[config.mk]
export PLATFORM = sky130hd
export DESIGN_NAME = sfp_factor_flat
export DESIGN_NICKNAME = d
export VERILOG_FILES = /design/src/rtl/core/sfp_pkg.sv /design/src/rtl/core/sfp_in_if.sv /design/src/rtl/core/sfp_out_if.sv /design/src/rtl/core/sfp_factor.sv /design/src/flat_wrapper.sv
export SDC_FILE = /design/constraint.sdc
export NUM_CORES = 1
export LEC_CHECK = 0
export ABC_AREA = 1
export BUFFER_PORTS_ARGS = -buffer_cell sky130_fd_sc_hd__buf_2
export CAP_MARGIN = 20
export CORE_MARGIN = 2
export CORE_UTILIZATION = 40
export DETAILED_ROUTE_END_ITERATION = 7
export PLACE_DENSITY = 0.69
export SLEW_MARGIN = 20
export SYNTH_ARGS = -nofsm -noshare
export SYNTH_HDL_FRONTEND = slang
export SYNTH_SLANG_ARGS = --single-unit
export TNS_END_PERCENT = 30
[constraint.sdc]
create_clock -name clk_i -period 15.95 [get_ports clk_i]
set_clock_uncertainty 0.1 [all_clocks]
set_input_delay 0 -clock clk_i [delete_from_list [all_inputs] [get_ports clk_i]]
set_output_delay 0 -clock clk_i [all_outputs]
set_load 0.01 [all_outputs]
[src/rtl/core/sfp_pkg.sv]
// Package for the square-free part unit: widths, table entry and request types,
// and the state encodings of the sieve and factoring sequencers.
// Depends on nothing; every other file of the block takes names from here.
`default_nettype none

package sfp_pkg;

  // Values are factored over a table of 2^VALUE_BITS entries.
  localparam int unsigned VALUE_BITS  = 16;
  localparam int unsigned TABLE_DEPTH = 1 << VALUE_BITS;
  localparam int unsigned IN_BITS     = 16;
  localparam int unsigned OUT_BITS    = 16;

  typedef logic [VALUE_BITS-1:0]          val_t;
  typedef logic [2*VALUE_BITS-1:0]        sq_t;
  typedef logic [IN_BITS-1:0]             in_t;
  typedef logic [OUT_BITS-1:0]            res_t;
  typedef logic [OUT_BITS+VALUE_BITS-1:0] prod_full_t;

  // One table entry: smallest prime factor of the index and the cofactor
  // index / spf. An entry with spf zero has not been reached by the sieve yet.
  typedef struct packed {
    val_t spf;
    val_t cof;
  } entry_t;

  // Memory access request from the sieve sequencer.
  typedef struct packed {
    logic   we;
    val_t   waddr;
    entry_t wdata;
    val_t   raddr;
  } mem_req_t;

  typedef enum logic [2:0] {
    SV_CLEAR,
    SV_OUTER_RD,
    SV_OUTER_CHK,
    SV_SQUARE,
    SV_INNER,
    SV_DONE
  } sieve_state_e;

  typedef enum logic [2:0] {
    FC_IDLE,
    FC_LOOK,
    FC_FLUSH_RUN,
    FC_FLUSH_LAST,
    FC_DONE
  } fac_state_e;

endpackage

`default_nettype wire

[src/rtl/core/sfp_in_if.sv]
// Input channel of the square-free part unit: valid/ready plus the value word.
// Depends on sfp_pkg for the payload type.
`default_nettype none

interface sfp_in_if;
  logic         valid;
  logic         ready;
  sfp_pkg::in_t value;

  modport source (output valid, output value, input ready);
  modport sink   (input valid, input value, output ready);
endinterface

`default_nettype wire

[src/rtl/core/sfp_out_if.sv]
// Output channel of the square-free part unit: valid/ready plus the result word.
// Depends on sfp_pkg for the payload type.
`default_nettype none

interface sfp_out_if;
  logic          valid;
  logic          ready;
  sfp_pkg::res_t square_free_part;

  modport source (output valid, output square_free_part, input ready);
  modport sink   (input valid, input square_free_part, output ready);
endinterface

`default_nettype wire

[src/rtl/core/sfp_factor.sv]
// Factoring sequencer: follows the cofactor chain through the table, keeps the
// parity of each prime's exponent and multiplies up the odd ones. Holds the
// output register. Depends on sfp_pkg, sfp_in_if and sfp_out_if.
`default_nettype none

module sfp_factor (
  input  wire logic            clk_i,
  input  wire logic            rst_ni,
  input  wire logic            enable_i,
  input  wire sfp_pkg::entry_t rd_data_i,
  output sfp_pkg::val_t        raddr_o,
  sfp_in_if.sink               in_i,
  sfp_out_if.source            out_o
);

  sfp_pkg::fac_state_e  state_q, state_d;
  sfp_pkg::val_t        run_p_q, run_p_d;  // prime of the current run
  logic                 odd_q, odd_d;      // its exponent so far is odd
  sfp_pkg::val_t        pend_q, pend_d;    // factor to multiply in next cycle
  sfp_pkg::res_t        prod_q, prod_d;
  logic                 out_valid_q, out_valid_d;
  sfp_pkg::res_t        out_data_q, out_data_d;
  sfp_pkg::val_t        x;
  sfp_pkg::val_t        run_flush;
  sfp_pkg::prod_full_t  prod_full;
  sfp_pkg::res_t        prod_mul;

  // Input wraps to the table width.
  assign x         = sfp_pkg::val_t'(in_i.value);
  assign run_flush = odd_q ? run_p_q : sfp_pkg::val_t'(1);
  assign prod_full = sfp_pkg::prod_full_t'(prod_q) * sfp_pkg::prod_full_t'(pend_q);
  assign prod_mul  = sfp_pkg::res_t'(prod_full);

  assign in_i.ready             = enable_i && (state_q == sfp_pkg::FC_IDLE);
  assign out_o.valid            = out_valid_q;
  assign out_o.square_free_part = out_data_q;

  always_ff @(posedge clk_i or negedge rst_ni) begin
    if (!rst_ni) begin
      state_q     <= sfp_pkg::FC_IDLE;
      out_valid_q <= 1'b0;
    end else begin
      state_q     <= state_d;
      out_valid_q <= out_valid_d;
    end
  end

  always_ff @(posedge clk_i) begin
    run_p_q    <= run_p_d;
    odd_q      <= odd_d;
    pend_q     <= pend_d;
    prod_q     <= prod_d;
    out_data_q <= out_data_d;
  end

  // Next state, lookup address and output register.
  always_comb begin
    state_d     = state_q;
    run_p_d     = run_p_q;
    odd_d       = odd_q;
    pend_d      = pend_q;
    prod_d      = prod_q;
    out_valid_d = out_valid_q;
    out_data_d  = out_data_q;
    raddr_o     = rd_data_i.cof;

    if (out_valid_q && out_o.ready) begin
      out_valid_d = 1'b0;
    end

    case (state_q)
      sfp_pkg::FC_IDLE: begin
        raddr_o = x;
        if (in_i.valid && in_i.ready) begin
          run_p_d = '0;
          odd_d   = 1'b0;
          pend_d  = sfp_pkg::val_t'(1);
          prod_d  = sfp_pkg::res_t'(1);
          state_d = (x > sfp_pkg::val_t'(1)) ? sfp_pkg::FC_LOOK : sfp_pkg::FC_DONE;
        end
      end

      // One lookup per prime factor; the cofactor addresses the next lookup.
      sfp_pkg::FC_LOOK: begin
        prod_d = prod_mul;
        pend_d = sfp_pkg::val_t'(1);
        if (rd_data_i.spf < sfp_pkg::val_t'(2)) begin
          // No usable factor: close the open run and stop.
          pend_d  = run_flush;
          odd_d   = 1'b0;
          state_d = sfp_pkg::FC_FLUSH_RUN;
        end else begin
          if (rd_data_i.spf == run_p_q) begin
            odd_d = !odd_q;
          end else begin
            pend_d  = run_flush;
            run_p_d = rd_data_i.spf;
            odd_d   = 1'b1;
          end
          if (rd_data_i.cof < sfp_pkg::val_t'(2)) begin
            state_d = sfp_pkg::FC_FLUSH_RUN;
          end
        end
      end

      sfp_pkg::FC_FLUSH_RUN: begin
        prod_d  = prod_mul;
        pend_d  = run_flush;
        state_d = sfp_pkg::FC_FLUSH_LAST;
      end

      sfp_pkg::FC_FLUSH_LAST: begin
        prod_d  = prod_mul;
        state_d = sfp_pkg::FC_DONE;
      end

      // Wait for room in the output register.
      sfp_pkg::FC_DONE: begin
        if (!out_valid_q || out_o.ready) begin
          out_valid_d = 1'b1;
          out_data_d  = prod_q;
          state_d     = sfp_pkg::FC_IDLE;
        end
      end

      default: begin
        state_d = sfp_pkg::FC_IDLE;
      end
    endcase
  end

endmodule

`default_nettype wire

[src/flat_wrapper.sv]
// flat-port wrapper written by rule: the top's interface ports become plain ports
module sfp_factor_flat 
  (clk_i, rst_ni, enable_i, rd_data_i, raddr_o, in_i_valid, in_i_value, in_i_ready, out_o_valid, out_o_square_free_part, out_o_ready);
  sfp_in_if in_i_i ();
  sfp_out_if out_o_i ();
  input  wire logic clk_i;
  input  wire logic rst_ni;
  input  wire logic enable_i;
  input  wire sfp_pkg::entry_t rd_data_i;
  output sfp_pkg::val_t raddr_o;
  input wire logic [$bits(in_i_i.valid)-1:0] in_i_valid;
  input wire logic [$bits(in_i_i.value)-1:0] in_i_value;
  output wire logic [$bits(in_i_i.ready)-1:0] in_i_ready;
  output wire logic [$bits(out_o_i.valid)-1:0] out_o_valid;
  output wire logic [$bits(out_o_i.square_free_part)-1:0] out_o_square_free_part;
  input wire logic [$bits(out_o_i.ready)-1:0] out_o_ready;
  assign in_i_i.valid = in_i_valid;
  assign in_i_i.value = in_i_value;
  assign in_i_ready = in_i_i.ready;
  assign out_o_valid = out_o_i.valid;
  assign out_o_square_free_part = out_o_i.square_free_part;
  assign out_o_i.ready = out_o_ready;
  sfp_factor u_core (.clk_i(clk_i), .rst_ni(rst_ni), .enable_i(enable_i), .rd_data_i(rd_data_i), .raddr_o(raddr_o), .in_i(in_i_i), .out_o(out_o_i));
endmodule
==> flow_summary_export.csv <==
group,metric,value,unit
status,status,"complete, no violations",
setup_path,worstPathRequired,15.94,ns
setup_path,path_buf_inv,6,
logic_synthesis,yosysWarnings,0,
clock_network,cts_resized,0,
timing,period_needed,5.621,ns
die,coreArea,18090,um^2
grt,track_usage,0.1824,
setup_path,cp_cell_sequence,"nand2_1, inv_1, fa_1, inv_1, fa_1, fa_1, inv_1, fa_1, fa_1, inv_1, fa_1, inv_1, ha_1, inv_1, o21bai_1, a21oi_1, nand3_1, o21ai_0, a21oi_1",
grt,grt_pass1_vias,6172,
route,dr.pass1.iters,6,
timing,finalMaxSlewViolations,0,
route,drc,0,
grt,grt_pass1_wl,28440,um
die,initial_utilization,0.4111,
finish,fin_nets,1221,
route,wl_per_cell,13.41,um
setup_path,cp-start-kind,"flop",
logic_synthesis,syn_area_per_cell,7.867,um^2
setup_path,cp-end-kind,"flop",
clock_network,cts_sinks,69,
setup_path,critPathKind,"flop to flop",
setup_path,slowest_stage,"edfxtp_1",
timing,hold_violations,0,
setup_path,critPathTopFamily,"adder cells",
finish,areaGrowthSynthToFinish,15.28,%
clock_network,cts_root_buf,"clkbuf_16",
logic_synthesis,ys_seq_elements,69,
run,maxCapViolations,0,
die,die-height,140.3,um
route,viasPerCell,4.761,
timing,max_freq,177.9,MHz
placed_design,numPortBuffers,86,
clock_network,h-tree-depth,3,
route,drtAntennaViolNets,0,
die,rows,49,
route,num_vias,6061,
grt,grt_overflow,0,
timing,fin_tns_setup,0,ns
logic_synthesis,synth_cell_types,31,
logic_synthesis,netlist_area,7435,um^2
timing,slew-limit-headroom,0.2436,
clock_network,clk_pin_slew,0.06,ns
logic_synthesis,synth_cells,945,
logic_synthesis,syn_nets,1127,
clock_network,post_cts_buffers,0,
die,dieArea,19690,um^2
setup_path,max_stage_delay,0.61,ns
clock_network,cts_buffer_depth,2,
setup_path,cp.arrival,5.61,ns
placed_design,gp_congestion,0.8909,
die,die_width,140.3,um
grt,antenna_found_initial,0,
timing,period_share,0.3524,
timing,rsz0062_at_grt,"no",
timing,finalSetupViolCount,0,
route,first_iter_violations,330,
min_path,hold_path_class,"input pin to flop",
clock_network,clock_latency,0.35,ns
logic_synthesis,ys_seq_area_frac,0.2760,
finish,drive_above_1_share,0.1216,
finish,post-route-util,0.4739,
finish,num_antenna_cells,0,
route,finalWirelength,17070,um
timing,tightest_slew,1.130,ns
placed_design,post-dp-hpwl,13610,um
setup_path,cp_max_fo,12,
die,io-pin-count,87,
clock_network,cts_buffers,9,
grt,grt_max_degree,20,
clock_network,cts_tree,"built",
[kinds of logic after synthesis]
group	after synthesis	share of synthesized area
DFF	69	0.2760
adders and majority gates	129	0.2979
xor gates and xnor gates	21	0.02474
buffers and inverters	274	0.1429
and+or+nand+nor	407	0.2247
AOI/OAI and AO/OA	45	0.03383
[state kept, by name, indices dropped and copies added, names as in the netlist]
register / flops
u_core.odd_q: 1
u_core.out_o.square_free_part: 16
u_core.out_o.valid: 1
u_core.pend_q: 16
u_core.prod_q: 16
u_core.run_p_q: 16
u_core.state_q: 3
[cells in the final DEF (no fill, tap or decap), drive strengths merged]
master / count
o2111ai: 2
buf: 86
o21bai: 1
dlygate4sd3: 27
nand2: 298
o31ai: 1
nor4: 6
nor3b: 1
clkinv: 3
nor2: 59
nand3b: 1
fa: 80
dfrtp: 4
ha: 49
edfxtp: 65
clkbuf: 9
inv: 247
xor2: 2
xnor2: 19
o21ai: 19
clkinvlp: 1
a21oi: 22
nor3: 5
nand3: 29
nand4: 8
[cell type report]
| type | instances | area, um^2 |
|---|---|---|
| Clock buffer | 9 | 225.2 |
| Clock inverter | 7 | 67.56 |
| Fill cell | 1747 | 9515 |
| Inverter | 244 | 915.9 |
| Multi-Input combinational cell | 602 | 4323 |
| Sequential cell | 69 | 2052 |
| Tap cell | 229 | 286.5 |
| Timing Repair Buffer | 113 | 700.7 |
[path summary, 6_finish.rpt]
check	from	end	slack, ns	cells after the start
min	enable_i	u_core.odd_q	0.09	5
max reg2reg	u_core.prod_q[6]	u_core.prod_q[13]	10.33	19
max	u_core.prod_q[6]	u_core.prod_q[13]	10.33	19
min reg2reg	u_core.prod_q[15]	u_core.out_o.square_free_part[15]	0.39	0
min in group asynchronous	rst_ni	u_core.out_o.valid	0.46	3
max in group asynchronous	rst_ni	u_core.state_q[1]	15.12	3
[worst min-delay path, stage by stage]
cell and delay, ns:
buf_2 0.07, inv_1 0.05, nor2_4 0.12, nand2_2 0.09, nand2_1 0.08
[cells in the mapped netlist]
cell	instances	area, um^2
xor2_1	2	17.52
nor3_2	1	10.01
nand3_1	27	135.1
nor2_1	57	214.0
nand3b_1	1	7.510
inv_2	7	26.28
o21bai_1	1	7.510
o2111ai_1	2	17.52
buf_2	9	45.04
ha_1	49	613.1
o31ai_4	1	21.27
nand3_2	2	20.02
buf_1	2	7.510
nor3b_1	1	7.510
nor2_4	2	22.52
clkbuf_1	15	56.30
nor3_1	4	20.02
nand2_2	11	68.82
buf_4	2	15.01
fa_1	80	1602
xnor2_1	19	166.4
buf_6	2	22.52
o21ai_0	16	80.08
nand2_1	287	1077
nor4_1	6	37.54
o21ai_1	3	15.01
inv_1	237	889.6
nand4_1	8	50.05
dfrtp_1	4	100.1
a21oi_1	22	110.1
edfxtp_1	65	1952
[metrics by stage]
stage	worst slack (ns)	instances	hold WS, ns	cell area, um^2
finish	10.33	1273	0.09124	8571
global route	9.964	1273	0.1185	8571
CTS	10.30	1273	0.09823	8571
detailed placement	10.32	1230	-0.2814	8008
global placement	10.41	1230	-0.2860	8008
floorplan	10.69	945	-0.3956	7435
[metal layers]
layer | wire length [um] | global-route usage | vias up
met5 | 0 | 0 | -
met4 | 342 | 0.05582 | 0
met3 | 1234 | 0.04684 | 30
met2 | 8150 | 0.3173 | 194
met1 | 7341 | 0.2230 | 2835
li1 | - | - | 3002
[what timing repair did]
item / 4_1_cts / 5_1_grt
setup endpoints to repair: 0 / 0
hold buffers: 27 / 0
endpoints found under the hold margin: 24 / 0
Power is left out: the tool's default activity adds up to more than one toggle a clock period on the data nets, which glitch-free logic cannot reach.
