$ cat config.mk
export PLATFORM = sky130hd
export DESIGN_NAME = sfp_sieve
export DESIGN_NICKNAME = d
export VERILOG_FILES = /design/src/rtl/core/sfp_pkg.sv /design/src/rtl/core/sfp_sieve.sv
export SDC_FILE = /design/constraint.sdc
export NUM_CORES = 1
export LEC_CHECK = 0
export BUFFER_PORTS_ARGS = -buffer_cell sky130_fd_sc_hd__buf_4
export CAP_MARGIN = 0
export CORE_MARGIN = 4
export CORE_UTILIZATION = 25
export DETAILED_ROUTE_END_ITERATION = 16
export RECOVER_POWER = 100
export SKIP_LAST_GASP = 1
export SYNTH_ARGS = -nofsm -noshare
export SYNTH_HDL_FRONTEND = slang
export SYNTH_SLANG_ARGS = --single-unit
$ cat constraint.sdc
create_clock -name clk_i -period 14.8 [get_ports clk_i]
set_clock_uncertainty 0.1 [all_clocks]
set_input_delay 2.96 -clock clk_i [delete_from_list [all_inputs] [get_ports clk_i]]
set_output_delay 2.96 -clock clk_i [all_outputs]
set_load 0.01 [all_outputs]
$ cat src/rtl/core/sfp_pkg.sv
// Package for the square-free part unit: widths, table entry and request types,
// and the state encodings of the sieve and factoring sequencers.
// Depends on nothing; every other file of the block takes names from here.
`default_nettype none

package sfp_pkg;

  // Values are factored over a table of 2^VALUE_BITS entries.
  localparam int unsigned VALUE_BITS  = 16;
  localparam int unsigned TABLE_DEPTH = 1 << VALUE_BITS;
  localparam int unsigned IN_BITS     = 16;
  localparam int unsigned OUT_BITS    = 16;

  typedef logic [VALUE_BITS-1:0]          val_t;
  typedef logic [2*VALUE_BITS-1:0]        sq_t;
  typedef logic [IN_BITS-1:0]             in_t;
  typedef logic [OUT_BITS-1:0]            res_t;
  typedef logic [OUT_BITS+VALUE_BITS-1:0] prod_full_t;

  // One table entry: smallest prime factor of the index and the cofactor
  // index / spf. An entry with spf zero has not been reached by the sieve yet.
  typedef struct packed {
    val_t spf;
    val_t cof;
  } entry_t;

  // Memory access request from the sieve sequencer.
  typedef struct packed {
    logic   we;
    val_t   waddr;
    entry_t wdata;
    val_t   raddr;
  } mem_req_t;

  typedef enum logic [2:0] {
    SV_CLEAR,
    SV_OUTER_RD,
    SV_OUTER_CHK,
    SV_SQUARE,
    SV_INNER,
    SV_DONE
  } sieve_state_e;

  typedef enum logic [2:0] {
    FC_IDLE,
    FC_LOOK,
    FC_FLUSH_RUN,
    FC_FLUSH_LAST,
    FC_DONE
  } fac_state_e;

endpackage

`default_nettype wire

$ cat src/rtl/core/sfp_sieve.sv
// Sieve sequencer: clears the table after reset, then fills every entry from 2
// up with its smallest prime factor and cofactor. Depends on sfp_pkg.
`default_nettype none

module sfp_sieve (
  input  wire logic             clk_i,
  input  wire logic             rst_ni,
  input  wire sfp_pkg::entry_t  rd_data_i,
  output sfp_pkg::mem_req_t     req_o,
  output logic                  done_o
);

  sfp_pkg::sieve_state_e state_q, state_d;
  sfp_pkg::val_t         cnt_q, cnt_d;   // clear address, then the outer index
  sfp_pkg::sq_t          j_q, j_d;       // inner multiple of the current prime
  sfp_pkg::val_t         cof_q, cof_d;   // j_q divided by the current prime
  sfp_pkg::val_t         wa_q, wa_d;     // address of the read in flight
  sfp_pkg::val_t         wc_q, wc_d;     // cofactor belonging to that address
  logic                  pend_q, pend_d; // a read of a multiple is in flight
  logic                  in_range;

  assign in_range = (j_q[2*sfp_pkg::VALUE_BITS-1:sfp_pkg::VALUE_BITS] == '0);

  always_ff @(posedge clk_i or negedge rst_ni) begin
    if (!rst_ni) begin
      state_q <= sfp_pkg::SV_CLEAR;
      cnt_q   <= '0;
      pend_q  <= 1'b0;
    end else begin
      state_q <= state_d;
      cnt_q   <= cnt_d;
      pend_q  <= pend_d;
    end
  end

  always_ff @(posedge clk_i) begin
    j_q   <= j_d;
    cof_q <= cof_d;
    wa_q  <= wa_d;
    wc_q  <= wc_d;
  end

  // Next state and memory requests.
  always_comb begin
    state_d = state_q;
    cnt_d   = cnt_q;
    j_d     = j_q;
    cof_d   = cof_q;
    wa_d    = wa_q;
    wc_d    = wc_q;
    pend_d  = pend_q;
    req_o   = '0;
    req_o.raddr = cnt_q;

    case (state_q)
      sfp_pkg::SV_CLEAR: begin
        req_o.we    = 1'b1;
        req_o.waddr = cnt_q;
        cnt_d       = cnt_q + sfp_pkg::val_t'(1);
        if (cnt_q == '1) begin
          cnt_d   = sfp_pkg::val_t'(2);
          state_d = sfp_pkg::SV_OUTER_RD;
        end
      end

      sfp_pkg::SV_OUTER_RD: begin
        state_d = sfp_pkg::SV_OUTER_CHK;
      end

      // An index not yet marked is a prime: it is its own factor.
      sfp_pkg::SV_OUTER_CHK: begin
        if (rd_data_i.spf == '0) begin
          req_o.we        = 1'b1;
          req_o.waddr     = cnt_q;
          req_o.wdata.spf = cnt_q;
          req_o.wdata.cof = sfp_pkg::val_t'(1);
          state_d         = sfp_pkg::SV_SQUARE;
        end else if (cnt_q == '1) begin
          state_d = sfp_pkg::SV_DONE;
        end else begin
          cnt_d   = cnt_q + sfp_pkg::val_t'(1);
          state_d = sfp_pkg::SV_OUTER_RD;
        end
      end

      // Marking starts at the square of the prime.
      sfp_pkg::SV_SQUARE: begin
        j_d     = sfp_pkg::sq_t'(cnt_q) * sfp_pkg::sq_t'(cnt_q);
        cof_d   = cnt_q;
        pend_d  = 1'b0;
        state_d = sfp_pkg::SV_INNER;
      end

      // Read a multiple each cycle; in the next cycle write it if still unmarked.
      sfp_pkg::SV_INNER: begin
        if (pend_q && (rd_data_i.spf == '0)) begin
          req_o.we        = 1'b1;
          req_o.waddr     = wa_q;
          req_o.wdata.spf = cnt_q;
          req_o.wdata.cof = wc_q;
        end
        if (in_range) begin
          req_o.raddr = j_q[sfp_pkg::VALUE_BITS-1:0];
          wa_d        = j_q[sfp_pkg::VALUE_BITS-1:0];
          wc_d        = cof_q;
          pend_d      = 1'b1;
          j_d         = j_q + sfp_pkg::sq_t'(cnt_q);
          cof_d       = cof_q + sfp_pkg::val_t'(1);
        end else begin
          pend_d = 1'b0;
          if (cnt_q == '1) begin
            state_d = sfp_pkg::SV_DONE;
          end else begin
            cnt_d   = cnt_q + sfp_pkg::val_t'(1);
            state_d = sfp_pkg::SV_OUTER_RD;
          end
        end
      end

      sfp_pkg::SV_DONE: begin
        state_d = sfp_pkg::SV_DONE;
      end

      default: begin
        state_d = sfp_pkg::SV_CLEAR;
      end
    endcase
  end

  assign done_o = (state_q == sfp_pkg::SV_DONE);

endmodule

`default_nettype wire

==> run_results.csv, run 1 <==
group,metric,value,unit
outcome,run_status,"finished, violations left",
outcome,failed_checks,"capacitance limit, slew limit",
timing,setup_viol,0,
power,seqPwrFrac,0.527,
routing,first_pass_iters,5,
layout,nNetsFinal,1820,
routing,drtIter0Drc,527,
timing,finalCritPeriodShare,0.640,
synth,synth-xor-area-share,0.0558,
floorplan,dieArea,0.0572,sq mm
clocking,cts_buffer_depth,2,
synth,synth_most_common_cell,"inv_1",
floorplan,rows,84,
setup_path,crit_type,"in2out",
clocking,cts_resized,0,
grt,grt_max_degree,58,
synth,syn-num-nets,1765,
clocking,root_buffer,"clkbuf_16",
placement,io_buffers,83,
clocking,cts_setup_buffers,0,
timing,rsz0062_at_grt,"no",
setup_path,crit_path_end_kind,"output port",
timing,slew_headroom,-0.896,
synth,synthMuxAreaShare,0.0112,
floorplan,fp.dieH,239,microns
clocking,clk_pin_slew_worst_paths,80,ps
power,power.internal,433,uW
placement,dp_hpwl,28300,microns
power,leakage,7.02,nW
synth,synth_edf_count,80,
synth,syn_avg_cell_area,9.22,sq um
clocking,cts_hold_buf,0,
layout,drive_above_1_share,0.0683,
setup_path,worst_setup_path_start_kind,"input pin",
timing,postLayoutSetupSlackWorst,5320,ps
layout,antenna_cells,0,
power,p_sw_frac,0.242,
power,clkPwrFrac,0.432,
grt,antenna_found_initial,1,
layout,final-seq-area,0.00290,sq mm
timing,worstMarginPinSlew,2820,ps
grt,grt_pass1_wl,58200,microns
synth,synth_top_family_by_area,"adder cells",
layout,fillerInstances,5603,
synth,synth_fa_ha_area_frac,0.358,
power,power,571,uW
grt,first_global_vias,10800,
timing,final.setup.tns,0,ps
placement,dpl-instance-area,0.0147,sq mm
synth,synth_top_area_frac,0.246,
synth,async_reset_ff_frac,0.200,
synth,ys_types,75,
layout,area_delta_synth_final,10.9,%
floorplan,ios,100,
timing,fin_hold_ws,387,ps
timing,drv_slew,169,
synth,ys_seq_area_frac,0.217,
routing,vias,10400,
routing,wire_per_inst,16.5,microns
synth,synth_area,0.0133,sq mm
power,power_switching,138,uW
floorplan,initial_core_util,0.253,
floorplan,fp.dieW,239,microns
clocking,ctsHtreeMaxLevel,3,
synth,synthCells,1448,
synth,synth-main-ff-cell,"edfxtp_1",
synth,synth.area.top_cells,"fa_1 (25%), edfxtp_1 (18%), ha_1 (11%)",
power,ir_drop,0.0487,mV
flow_run,drv_cap,5,
clocking,numCtsBuffers,9,
setup_path,worst-path-max-fanout,17,
synth,ys_ff_latch,100,
synth,synthSimpleGateAreaFrac,0.152,
grt,grt_overflow,0,
routing,drt-total-wl,36300,microns
synth,synth_compound_area_frac,0.108,
timing,final.min_clock_period,9480,ps
clocking,clock_latency,360,ps
placement,gp_congestion,0.878,
layout,multi_input_area,0.00907,sq mm
synth,ys_warn_count,0,
placement,place_ws,6630,ps
clocking,cts_tree,"yes",
grt,grt_usage,0.127,
power,cellPowerDensity,38.6,mW/mm^2
power,p_comb_frac,0.041,
synth,yosys.area.top_type,"fa_1",
routing,ant_nets,0,
min_path,hp-class,"reg2reg",
layout,stdcell_area,0.0148,sq mm
routing,drc,0,
setup_path,arrival,6420,ps
synth,synth_commonest_cells,"inv_1 (269), fa_1 (164), nand2_1 (161)",
clocking,cts.sinks,100,
routing,viasPerCell,4.72,
timing,fmax,0.106,GHz
floorplan,core,0.0528,sq mm
setup_path,required,11740,ps
timing,finalHoldViolations,0,
[kinds of logic after synthesis]
family,after synthesis
simple gates,406
buf+inv,332
fa+ha+maj,283
compound gates,228
flops,100
xor+xnor,85
mux,14
[worst paths after layout]
kind / slack [ps] / depth (start not counted) / start / end
max: 5320 / 6 / rd_data_i[17] / req_o[61]
min: 390 / 0 / j_q[0] / wa_q[0]
max reg2reg: 6860 / 21 / cnt_q[1] / j_q[24]
min reg2reg: 390 / 0 / j_q[0] / wa_q[0]
max in group asynchronous: 11050 / 1 / rst_ni / state_q[0]
min in group asynchronous: 2760 / 1 / rst_ni / cnt_q[4]
[registers in the layout, indices dropped and copies added (netlist names)]
name,count
j_q,32
cnt_q,16
state_q,3
wc_q,16
cof_q,16
wa_q,16
pend_q,1
[area by class of cell]
cell class | count | share of cell area
timing repair buffer | 105 | 0.0431
tap | 688 | 0.0582
inverter | 271 | 0.0687
sequential | 100 | 0.196
clock inverter | 7 | 0.00583
multi-input combinational | 1016 | 0.613
clock buffer | 9 | 0.0152
[cell usage in the layout (no fill, tap or decap), types with 4 or more instances in the layout]
| cell | n |
|---|---|
| inv_8 | 4 |
| o21ai_0 | 60 |
| nor3_1 | 12 |
| mux2_1 | 7 |
| a21oi_1 | 63 |
| nand2b_1 | 7 |
| or3_1 | 4 |
| xor2_1 | 34 |
| and3_1 | 15 |
| or2_2 | 4 |
| clkbuf_16 | 9 |
| mux2i_1 | 6 |
| nor2b_1 | 10 |
| and2_1 | 51 |
| nand3_1 | 23 |
| fa_1 | 164 |
| buf_4 | 63 |
| a31oi_1 | 7 |
| a211oi_1 | 5 |
| clkbuf_1 | 40 |
| o21bai_1 | 4 |
| o31ai_1 | 7 |
| nand4_1 | 15 |
| o21ai_1 | 17 |
| a21o_1 | 18 |
| a22o_1 | 17 |
| edfxtp_1 | 80 |
| and2_0 | 22 |
| nand2_1 | 162 |
| xnor2_1 | 51 |
| nor2_1 | 55 |
| dfrtp_1 | 20 |
| inv_1 | 269 |
| nor4_1 | 11 |
| ha_1 | 119 |
[critical path, stage by stage]
cell	delay, ps
buf_4	110
nor4_1	260
nand4_1	250
a21boi_0	2170
a22o_1	500
buf_4	160
[layer usage]
layer  part of all wire  GRT usage
met5                  0          0
met4              0.030     0.0424
met3              0.059     0.0200
met2               0.48      0.216
met1               0.43      0.166
[power by group through the flow]
stage / logic, mW / registers, mW / clock network, mW
after floorplan: 0.0154 / 0.307 / 0
after global placement: 0.0239 / 0.307 / 0
after detailed placement: 0.0241 / 0.307 / 0
after CTS: 0.0243 / 0.301 / 0.252
after global routing: 0.0266 / 0.301 / 0.265
final: 0.0236 / 0.301 / 0.247
[stage by stage]
step / util / cells
after floorplan: - / 1448
after global placement: 0.279 / 2180
after detailed placement: 0.279 / 2180
after CTS: 0.285 / 2196
after global routing: 0.281 / 2196
final: 0.281 / 2196
No activity file was read; power rests on OpenSTA's default activity.
==> run 2: changes to the inputs <==
ABC_AREA = 1   (was not set)
clock period = 8.05 ns   (was 14.8 ns; I/O delays follow)
==> run 2 against run 1 <==
The flow still finishes with violations (capacitance limit, slew limit). Synthesized cell count is 41% higher. Combinational power is 59% lower. Sequential power is 83% higher. Count of clock-buffer cells in the layout stayed put. Clock power is 96% higher. Via count is 22% higher. Setup slack worse by 4200 ps. Utilization is 0.37 points lower. Register-to-register slack worse by 5700 ps. Critical endpoint is now j_q[12]. Largest power group unchanged.
==> run_results.csv, run 2 <==
group,metric,value,unit
outcome,run_status,"finished, violations left",
outcome,failed_checks,"capacitance limit, slew limit",
timing,rsz0062_at_grt,"no",
layout,nNetsFinal,2425,
layout,antenna_cells,0,
synth,synthCells,2046,
synth,synth_most_common_cell,"nand2_1",
routing,wire_per_inst,14.5,microns
timing,finalHoldViolations,0,
floorplan,rows,89,
setup_path,r2r_slack,1140,ps
timing,slew_headroom,-0.883,
layout,multi_input_area,0.00971,sq mm
timing,final.min_clock_period,6910,ps
layout,stdcell_area,0.0163,sq mm
timing,final.setup.tns,0,ps
placement,dp_hpwl,34100,microns
clocking,ctsHtreeMaxLevel,3,
grt,grt_usage,0.133,
grt,grt_overflow,0,
layout,regMostFlops,"j_q",
timing,setup_viol,0,
clocking,cts.sinks,100,
floorplan,core,0.0589,sq mm
synth,synth_edf_count,80,
layout,layout_commonest_cell,"nand2_1",
synth,synth_area,0.0148,sq mm
layout,final-seq-area,0.00290,sq mm
setup_path,crit_path_end_kind,"flop",
synth,ys_warn_count,0,
placement,io_buffers,83,
setup_path,crit_cells,19,
clocking,cts_hold_buf,0,
clocking,root_buffer,"clkbuf_16",
placement,dpl-instance-area,0.0163,sq mm
clocking,cts_setup_buffers,0,
layout,fillerInstances,6509,
placement,dp_cells,2870,
layout,utilization,0.277,
synth,synth_top_area_frac,0.221,
placement,gp_congestion,0.913,
routing,viasPerCell,4.36,
synth,syn_avg_cell_area,7.25,sq um
synth,syn-num-nets,2363,
floorplan,fp.dieH,252,microns
power,ir_drop,0.0842,mV
setup_path,crit_type,"reg2reg",
synth,synth-main-ff-cell,"edfxtp_1",
synth,ys_ff_latch,100,
floorplan,dieArea,0.0633,sq mm
clocking,clk_pin_slew_worst_paths,80,ps
timing,worstMarginPinSlew,2820,ps
synth,yosys.area.top_type,"fa_1",
setup_path,path_delay_family,"adder cells",
routing,first_pass_iters,5,
clocking,cts_tree,"yes",
layout,largest_reg_flops,32,
setup_path,cp_num_buf_inv,4,
routing,drc,0,
routing,vias,12600,
setup_path,r2r_cells,19,
grt,grt_max_degree,66,
synth,synth.area.top_cells,"fa_1 (22%), edfxtp_1 (16%), nand2_1 (15%)",
timing,fmax,0.145,GHz
routing,ant_nets,0,
floorplan,fp.dieW,252,microns
timing,finalCritPeriodShare,0.859,
grt,grt_pass1_wl,67700,microns
synth,ys_types,43,
setup_path,cpMaxStageDelayCell,"clkbuf_1",
timing,drv_slew,160,
setup_path,worst-path-max-fanout,13,
clocking,numCtsBuffers,9,
grt,antenna_found_initial,0,
setup_path,arrival,6890,ps
floorplan,initial_core_util,0.252,
power,leakage,8.85,nW
power,cellPowerDensity,64.0,mW/mm^2
clocking,cts_resized,0,
routing,drt-total-wl,42000,microns
floorplan,ios,100,
min_path,hp-class,"reg2reg",
min_path,whs_path_depth,0,
layout,mostFrequentLayoutCells,"nand2_1 (602), inv_1 (495), fa_1 (164)",
setup_path,critPathMostFrequentCell,"fa_1",
synth,synth_commonest_cells,"nand2_1 (601), inv_1 (494), fa_1 (164)",
synth,async_reset_ff_frac,0.200,
layout,drive_above_1_share,0.0407,
setup_path,worst_setup_path_start_kind,"flop",
power,power,1.04,mW
setup_path,crit_path_max_incr_delay,870,ps
grt,first_global_vias,12400,
flow_run,drv_cap,3,
synth,ys_seq_area_frac,0.196,
setup_path,path_cells,"clkbuf_1 -> nand2_1 -> fa_1 -> inv_1 -> ha_1 -> fa_1 -> fa_1 -> fa_1 -> inv_1 -> fa_1 -> inv_1 -> ha_1 -> nand2_1 -> nor2_1 -> nand3_1 -> nand3_1 -> a21oi_1 -> o21ai_0 -> o21ai_0",
clocking,cts_buffer_depth,2,
layout,instances_no_fill,2886,
setup_path,required,8030,ps
layout,area_delta_synth_final,9.95,%
clocking,clock_latency,370,ps
routing,drtIter0Drc,913,
==> run 2: cell count changes in the layout (fill, tap and decap cells not counted), sizes merged, moves of 15 or more <==
cell,delta
xnor2,-42
a21o,-17
nor2,+84
and3,-15
nand3,+83
and2,-69
clkbuf,+26
nand2,+440
buf,-27
a22o,-17
inv,+227
==> run 2: cells by family (layout without fill, tap and decap cells) <==
family                   count (synthesis)  count (layout)  share of synthesized area
AND/OR/NAND/NOR                        913             913                      0.256
buffers and inverters                  552             619                      0.145
adder cells (fa/ha/maj)                283             283                      0.322
AO/OA/AOI/OAI                          163             163                     0.0612
flip-flops                             100             100                      0.196
XOR/XNOR                                35              35                     0.0207
==> run 2: cell type report <==
type | instances | area share
clock inverter | 7 | 0.00614
tap | 773 | 0.0593
timing repair buffer | 104 | 0.0324
inverter | 499 | 0.115
clock buffer | 9 | 0.0138
sequential | 100 | 0.178
multi-input combinational | 1394 | 0.595
==> run 2: metrics by stage <==
stage / setup WS, ps / hold WS, ps
finish: 1140 / 373
global route: 858 / 395
CTS: 1690 / 374
detailed placement: 1730 / 354
global placement: 1750 / 349
floorplan: 2260 / 326
==> run 2: final timing paths <==
check / start / to
setup / recovery: cnt_q[9] / j_q[12]
min in group asynchronous: rst_ni / cnt_q[12]
max in group asynchronous: rst_ni / cnt_q[9]
hold reg to reg: cof_q[9] / wc_q[9]
hold / removal: cof_q[9] / wc_q[9]
setup reg to reg: cnt_q[9] / j_q[12]
==> run 2: layer usage <==
metal / track usage / wire length, microns
met1: 0.183 / 19100
met2: 0.223 / 19500
met3: 0.0180 / 2470
met4: 0.0284 / 928
met5: 0 / 0
==> run 2: power by group <==
group / total, mW / switching, mW / internal [mW]
clock: 0.484 / 0.232 / 0.252
combinational: 0.00965 / 0.00383 / 0.00581
sequential: 0.551 / 0 / 0.551
==> run 2: worst register-to-register path, stage by stage, from the launching register on <==
cell      delay [ps]
dfrtp_1          740
clkbuf_1         870
nand2_1          260
fa_1             550
inv_1             40
ha_1             200
fa_1             400
fa_1             510
fa_1             540
inv_1             60
fa_1             550
inv_1             60
ha_1             420
nand2_1          140
nor2_1           290
nand3_1          130
nand3_1          220
a21oi_1           90
o21ai_0          270
o21ai_0          190
